### src/sv/rdmc_pkg.sv
// Shared types and codes of the randomized depth-first maze carver.
// Used by rdmc_ctrl, rdmc_dpath and random_dfs_maze_carver; depends on nothing.
`default_nettype none

package rdmc_pkg;

  localparam int CFG_W = 6;
  localparam int CNT_W = 2 * CFG_W;
  localparam logic [CFG_W-1:0] CFG_RESET = 6'd32;

  // input function codes
  localparam logic [1:0] FUNC_START = 2'd0;
  localparam logic [1:0] FUNC_STEP  = 2'd1;

  // result action codes
  localparam logic [2:0] ACT_START   = 3'd0;
  localparam logic [2:0] ACT_CARVED  = 3'd1;
  localparam logic [2:0] ACT_BACK    = 3'd2;
  localparam logic [2:0] ACT_ALREADY = 3'd3;
  localparam logic [2:0] ACT_READ    = 3'd4;

  // neighbor scan slots
  localparam logic [2:0] SCAN_CUR   = 3'd0;
  localparam logic [2:0] SCAN_UP    = 3'd1;
  localparam logic [2:0] SCAN_DOWN  = 3'd2;
  localparam logic [2:0] SCAN_LEFT  = 3'd3;
  localparam logic [2:0] SCAN_RIGHT = 3'd4;

  typedef struct packed {
    logic       latch;
    logic       init;
    logic       sweep;
    logic       scan_rd;
    logic [2:0] scan_sel;
    logic       decide;
    logic       wr_cur;
    logic       wr_nb;
    logic       pop_rd;
    logic       pop_ld;
    logic       query_rd;
    logic       load_out;
    logic [2:0] act;
  } cmd_t;

  typedef struct packed {
    logic complete;
    logic has_nb;
    logic sweep_last;
    logic out_busy;
  } stat_t;

endpackage

`default_nettype wire

### src/sv/rdmc_ctrl.sv
// Sequencing state machine of the maze carver: steps each item through the
// datapath by command bits. Depends on rdmc_pkg.
`default_nettype none

module rdmc_ctrl import rdmc_pkg::*; (
  input  wire logic       clk,
  input  wire logic       rst,
  input  wire logic       in_valid,
  input  wire logic [1:0] func,
  output logic            in_ready,
  output cmd_t            cmd,
  input  wire stat_t      stat
);

  localparam logic [3:0] S_IDLE     = 4'd0;
  localparam logic [3:0] S_SWEEP    = 4'd1;
  localparam logic [3:0] S_STEP     = 4'd2;
  localparam logic [3:0] S_CAP      = 4'd3;
  localparam logic [3:0] S_DECIDE   = 4'd4;
  localparam logic [3:0] S_APPLY    = 4'd5;
  localparam logic [3:0] S_WR_NB    = 4'd6;
  localparam logic [3:0] S_POP_WAIT = 4'd7;
  localparam logic [3:0] S_QUERY    = 4'd8;
  localparam logic [3:0] S_FIN      = 4'd9;

  logic [3:0] state, state_next;
  logic [2:0] scan_k, scan_k_next;
  logic [2:0] act_q, act_q_next;
  logic       reply, reply_next;

  always_ff @(posedge clk) begin
    if (rst) begin
      state  <= S_SWEEP;
      scan_k <= SCAN_CUR;
      act_q  <= ACT_START;
      reply  <= 1'b0;
    end else begin
      state  <= state_next;
      scan_k <= scan_k_next;
      act_q  <= act_q_next;
      reply  <= reply_next;
    end
  end

  assign in_ready = (state == S_IDLE);

  always_comb begin
    state_next  = state;
    scan_k_next = scan_k;
    act_q_next  = act_q;
    reply_next  = reply;
    cmd         = '0;
    cmd.scan_sel = scan_k;
    cmd.act      = act_q;
    unique case (state)
      S_IDLE: begin
        if (in_valid) begin
          cmd.latch = 1'b1;
          priority if (func == FUNC_START) begin
            cmd.init   = 1'b1;
            reply_next = 1'b1;
            act_q_next = ACT_START;
            state_next = S_SWEEP;
          end else if (func == FUNC_STEP) begin
            scan_k_next = SCAN_CUR;
            state_next  = S_STEP;
          end else begin
            state_next = S_QUERY;
          end
        end
      end
      S_SWEEP: begin
        cmd.sweep = 1'b1;
        if (stat.sweep_last) begin
          reply_next = 1'b0;
          state_next = reply ? S_FIN : S_IDLE;
        end
      end
      S_STEP: begin
        if (scan_k == SCAN_CUR && stat.complete) begin
          act_q_next = ACT_ALREADY;
          state_next = S_FIN;
        end else begin
          cmd.scan_rd = 1'b1;
          if (scan_k == SCAN_RIGHT) begin
            state_next = S_CAP;
          end else begin
            scan_k_next = scan_k + 3'd1;
          end
        end
      end
      S_CAP: begin
        state_next = S_DECIDE;
      end
      S_DECIDE: begin
        cmd.decide = 1'b1;
        state_next = S_APPLY;
      end
      S_APPLY: begin
        if (stat.has_nb) begin
          cmd.wr_cur = 1'b1;
          state_next = S_WR_NB;
        end else begin
          cmd.pop_rd = 1'b1;
          state_next = S_POP_WAIT;
        end
      end
      S_WR_NB: begin
        cmd.wr_nb  = 1'b1;
        act_q_next = ACT_CARVED;
        state_next = S_FIN;
      end
      S_POP_WAIT: begin
        cmd.pop_ld = 1'b1;
        act_q_next = ACT_BACK;
        state_next = S_FIN;
      end
      S_QUERY: begin
        cmd.query_rd = 1'b1;
        act_q_next   = ACT_READ;
        state_next   = S_FIN;
      end
      S_FIN: begin
        // hold the result until the output register is free
        if (!stat.out_busy) begin
          cmd.load_out = 1'b1;
          state_next   = S_IDLE;
        end
      end
      default: begin
        state_next = S_IDLE;
      end
    endcase
  end

endmodule

`default_nettype wire

### config.mk
export PLATFORM = sky130hd
export DESIGN_NAME = rdmc_ctrl
export DESIGN_NICKNAME = d
export VERILOG_FILES = /design/src/sv/rdmc_pkg.sv /design/src/sv/rdmc_ctrl.sv
export SDC_FILE = /design/constraint.sdc
export NUM_CORES = 1
export LEC_CHECK = 0
export ABC_AREA = 1
export BUFFER_PORTS_ARGS = -buffer_cell sky130_fd_sc_hd__buf_2
export CAP_MARGIN = 20
export CORE_MARGIN = 5
export CORE_UTILIZATION = 31
export DETAILED_ROUTE_END_ITERATION = 16
export PLACE_DENSITY = 0.6
export SETUP_SLACK_MARGIN = 0.1
export SLEW_MARGIN = 5
export SYNTH_ARGS = -nofsm -noshare
export SYNTH_HDL_FRONTEND = slang
export SYNTH_SLANG_ARGS = --single-unit
### constraint.sdc
create_clock -name clk -period 1.97 [get_ports clk]
set_input_delay 0 -clock clk [delete_from_list [all_inputs] [get_ports clk]]
set_output_delay 0 -clock clk [all_outputs]
set_load 0.1 [all_outputs]
* Word-level counts from Yosys, hierarchy flattened *
Cells that the tools add are included.

word-level totals
  output and inout port bits = 18
  logic and storage cells = 78
  bits of input ports = 9
  bits in registers = 11

operators by class
  multiplexer cells = 40
  eq/ne operators = 21
  $add $sub $neg = 1
  reductions and logical operators = 12

operators with widths
  operator               count
  $mux W4                8
  $pmux W4 S8            1
  $mux W3                8
  $mux W1                18
  $eq A4 B3 Y1 const B   4
  $pmux W3 S5            1
  $ne A2 B2 Y1 const B   7
  $reduce_and A4 Y1      3
  $eq A4 B2 Y1 const B   2
  $eq A4 B4 Y1 const B   2
  $pmux W3 S2            1
  $reduce_and A6 Y1      1
  $reduce_bool A5 Y1     1
  $eq A4 B1 Y1 const B   1
  $logic_not A4 Y1       1
  $mux W2                2
  $ne A2 B1 Y1 const B   2
  $reduce_bool A2 Y1     2
  $add A3 B1 Y3 const B  1
  $eq A3 B3 Y1 const B   1
  $logic_not A3 Y1       1
  $ne A3 B3 Y1 const B   1
  $reduce_or A3 Y1       1
  $eq A2 B1 Y1 const B   1
  other kinds (3)        3

* Longest topological paths before layout *
  depth after elaboration = 5
  depth in mapped cells = 10
  gate-level depth less buffers = 10

* Least setup slack after synthesis *
Ideal clock, no wire load.

  path kind = register -> output
  start point = register state[1]
  end point = output port cmd[3] (netlist bit)
  data required time = 1970 ps
  arrival time = 3371 ps
  path slack = -1401 ps
  cell stages (with the launch flop) = 5
  buffers on the path = 1
  cells stage by stage = dfxtp_1 > buf_6 > inv_1 > nand2_1 > nor4_1

RTL lines
  element                   line             source
  start: declaration        rdmc_ctrl.sv:26  logic [3:0] state, state_next;
  start signal: assignment  rdmc_ctrl.sv:38  state <= state_next;
  end: declaration          rdmc_ctrl.sv:11  output cmd_t cmd,

==> out/results.env <==
SYNTHESIS.YOSYS.WARNINGS=0
TIMING.MAX_CAP.VIOLATIONS=0
SYN-CELL-AREA_UM2=816
YS_FF_LATCH=11
FINALCRITICALPERIOD_NS=1.68
CLOCK_SINKS=11
TIMING.SETUP.TNS_NS=0
POST_SYNTH_XOR_AREA_FRACTION_PCT=0
LEAKAGE_nW=0.546
ROW_COUNT=18
GRT_MAX_DEGREE=9
DP.FINAL_HPWL_UM=1820
CRIT_PATH_KIND='reg2out'
HP-CLASS='in2reg'
STATUS='finished clean'
IR_DROP_mV=0.519
SYN_INST=135
SYNTH_TOP_FAMILY_BY_AREA='simple AND/OR/NAND/NOR gates'
SETUP_VIOL_COUNT_FINAL=0
GPL.FINAL_WEIGHTED_CONGESTION=0.836
NET_COUNT_FINAL=174
DRT_DRC_VIOLATIONS_LEFT=0
CLOCK_PATH_BUFFERS=2
LEADING_CELL_TYPES_IN_THE_LAYOUT_FILL_AND_TAPS_EXCLUDED='34 x nand2_1, 25 x buf_2, 18 x inv_1, 16 x nor2_1, 9 x nor2_2'
CTS_TREE='yes'
POSTLAYOUTCELLAREA_MM2=0.00104
INITIAL_CORE_UTIL_PCT=32.6
SYNTH-COMPOUND-AREA-SHARE_PCT=9.51
MAX-SLEW-MARGIN-REL_PCT=67.5
VIAS=896
CRITPATHREQUIREDTIME_NS=1.97
CRIT_PATH_END_KIND='output port'
SYNTH_AREA_PER_INST_UM2=6.04
FINAL_CORE_UTILIZATION_PCT=41.6
MOST_FREQUENT_STANDARD_CELL_IN_THE_LAYOUT_EXCLUDING_FILL_AND_TAP_CELLS='nand2_1'
DP_WORST_SETUP_SLACK_NS=0.489
HOLD_VIOL=0
POST_CTS_HOLD_BUFFER_COUNT=0
FINAL_MIN_PERIOD_OVER_CLOCK_PERIOD_PCT=85.5
DRV_SLEW=0
SYN_TO_LAYOUT_AREA_DELTA_PCT=27.6
CELLPOWERDENSITY_mW_PER_MM2=934
VIAS_PER_CELL=4.67
GRT_FIRST_PASS_WIRELENGTH_UM=3620
HTREE_NUM_LEVELS=1
GRT_PASS1_VIAS=826
FLOORPLAN.IO_PINS=27
HOLD-WORST-SLACK_NS=0.0204
SYNTHADDERAREAFRAC_PCT=3.07
WORST_EP_ARRIVAL_TIME_NS=1.68
SYNTH_SIMPLE_GATE_AREA_SHARE_PCT=46.8
FLOORPLAN.DIE.WIDTH_UM=61.3
WORST-PATH-MAX-FANOUT=5
CLKSLEWWORSTSETUPHOLDPATHS_NS=0.07
POST-PLACE-CELLS=188
PLACEABLECOREAREA_MM2=0.00250
GR-TOTAL-OVERFLOW=0
SYNTH_CELL_TYPES=23
PORT_BUFFERS=26
NUM_ANTENNA_CELLS=0
FINALPOWER_uW=972
WL_PER_CELL_UM=11.3
DRIVE_GT1_SHARE_PCT=35.8
SYNTHMUXAREASHARE_PCT=0
AREA_OF_PLACED_INSTANCES_MM2=0.00101
POSTROUTEWIRELENGTH_UM=2170
FIN_SKEW_NS=0.000776
ANTENNA_VIOLATING_NETS_REMAINING=0
GLOBALROUTETOTALUTIL_PCT=12.9
GRT_ANTENNA_BEFORE_REPAIR=0
UNREPAIRED_SETUP_ENDPOINTS_AFTER_GLOBAL_ROUTING='false'
CLOCKROOTBUFFER='clkbuf_4'
CP-START-KIND='flop'
CLK_LATENCY_NS=0.26
YS_SEQ_AREA_SHARE_PCT=27.0
SYNTH_FP_NETS=146
FINAL-INSTANCE-COUNT-EXCL-FILL=192
TIGHTEST_PIN_TRANSITION_NS=0.491
DETAIL_ROUTE.ITER0.VIOLATIONS=22
CTS_INSERTED_BUFFERS=3
NUMBER_OF_ITERATIONS_IN_THE_FIRST_DETAILED_ROUTING_PASS=4
POST-ROUTE-WORST-SETUP-SLACK_NS=0.286
DIE-AREA_MM2=0.00376
PEAK_FREQ_MHz=594
DIE_H_UM=61.3
what timing repair did:
| item | 4_1_cts | 5_1_grt |
|---|---|---|
| setup endpoints to repair | 0 | 1 |
| resized for setup | 0 | 1 |
| buffers inserted | 0 | 0 |
synth_stat cells:
cell	count	area [um^2]
nand3_1	5	25.0
nand2_4	1	11.3
nand2_2	5	31.3
a31oi_1	2	12.5
inv_2	3	11.3
nor3_1	3	15.0
a21oi_1	6	30.0
buf_6	1	11.3
nand4_1	4	25.0
ha_1	2	25.0
nor2_2	5	31.3
buf_1	1	3.75
nor2_1	21	78.8
inv_1	19	71.3
nor4_1	1	6.26
dfxtp_1	11	220
nand3_2	3	30.0
o21ai_0	1	5.00
o211ai_1	2	15.0
nand2_1	34	128
inv_4	1	6.26
o21ai_1	3	15.0
buf_4	1	7.51
final timing paths:
path	startpoint	endpoint	slack, ns	cells after the start
hold / removal	rst	scan_k[2]	0.02	2
setup reg to reg	scan_k[0]	act_q[1]	0.46	9
setup / recovery	state[2]	cmd[6]	0.29	5
hold reg to reg	act_q[2]	act_q[2]	0.46	2
layer usage:
layer / part of all wire (%) / global-route usage [%] / wire, um / vias up
met5: 0 / 0 / 0 / -
met4: 0.78 / 4.64 / 17 / 0
met3: 5.7 / 2.52 / 125 / 2
met2: 45 / 21.1 / 985 / 20
met1: 48 / 16.9 / 1050 / 396
li1: - / - / - / 478
registers in the layout (all words and copies together) (netlist names):
register and cells:
act_q 3, reply 1, scan_k 3, state 4
critical path, cell delays in order (launching register included):
cell,delay (ns)
dfxtp_1,0.43
inv_2,0.09
nor2_2,0.15
nand2_1,0.17
nor2_2,0.14
buf_2,0.43
cell families after synthesis:
kind of cell,after synthesis
AOI/OAI and AO/OA,14
and+or+nand+nor,82
DFF,11
adders and majority gates,2
buffers and inverters,26
layout make-up:
type                    instances  area (um^2)
clock buffers                   4         26.3
inverters                      23         92.6
flip-flops and latches         11          224
repair buffers                 26          133
well taps                      30         37.5
fillers                       281         1460
multi-input cells              98          528
power breakdown:
part	total [mW]	internal (mW)	switching, mW
Sequential	0.269	0.244	0.0244
Clock	0.154	0.0781	0.0755
Combinational	0.550	0.111	0.439
Total	0.972	0.433	0.539
Note: power is estimated with default switching activity, not from simulation.
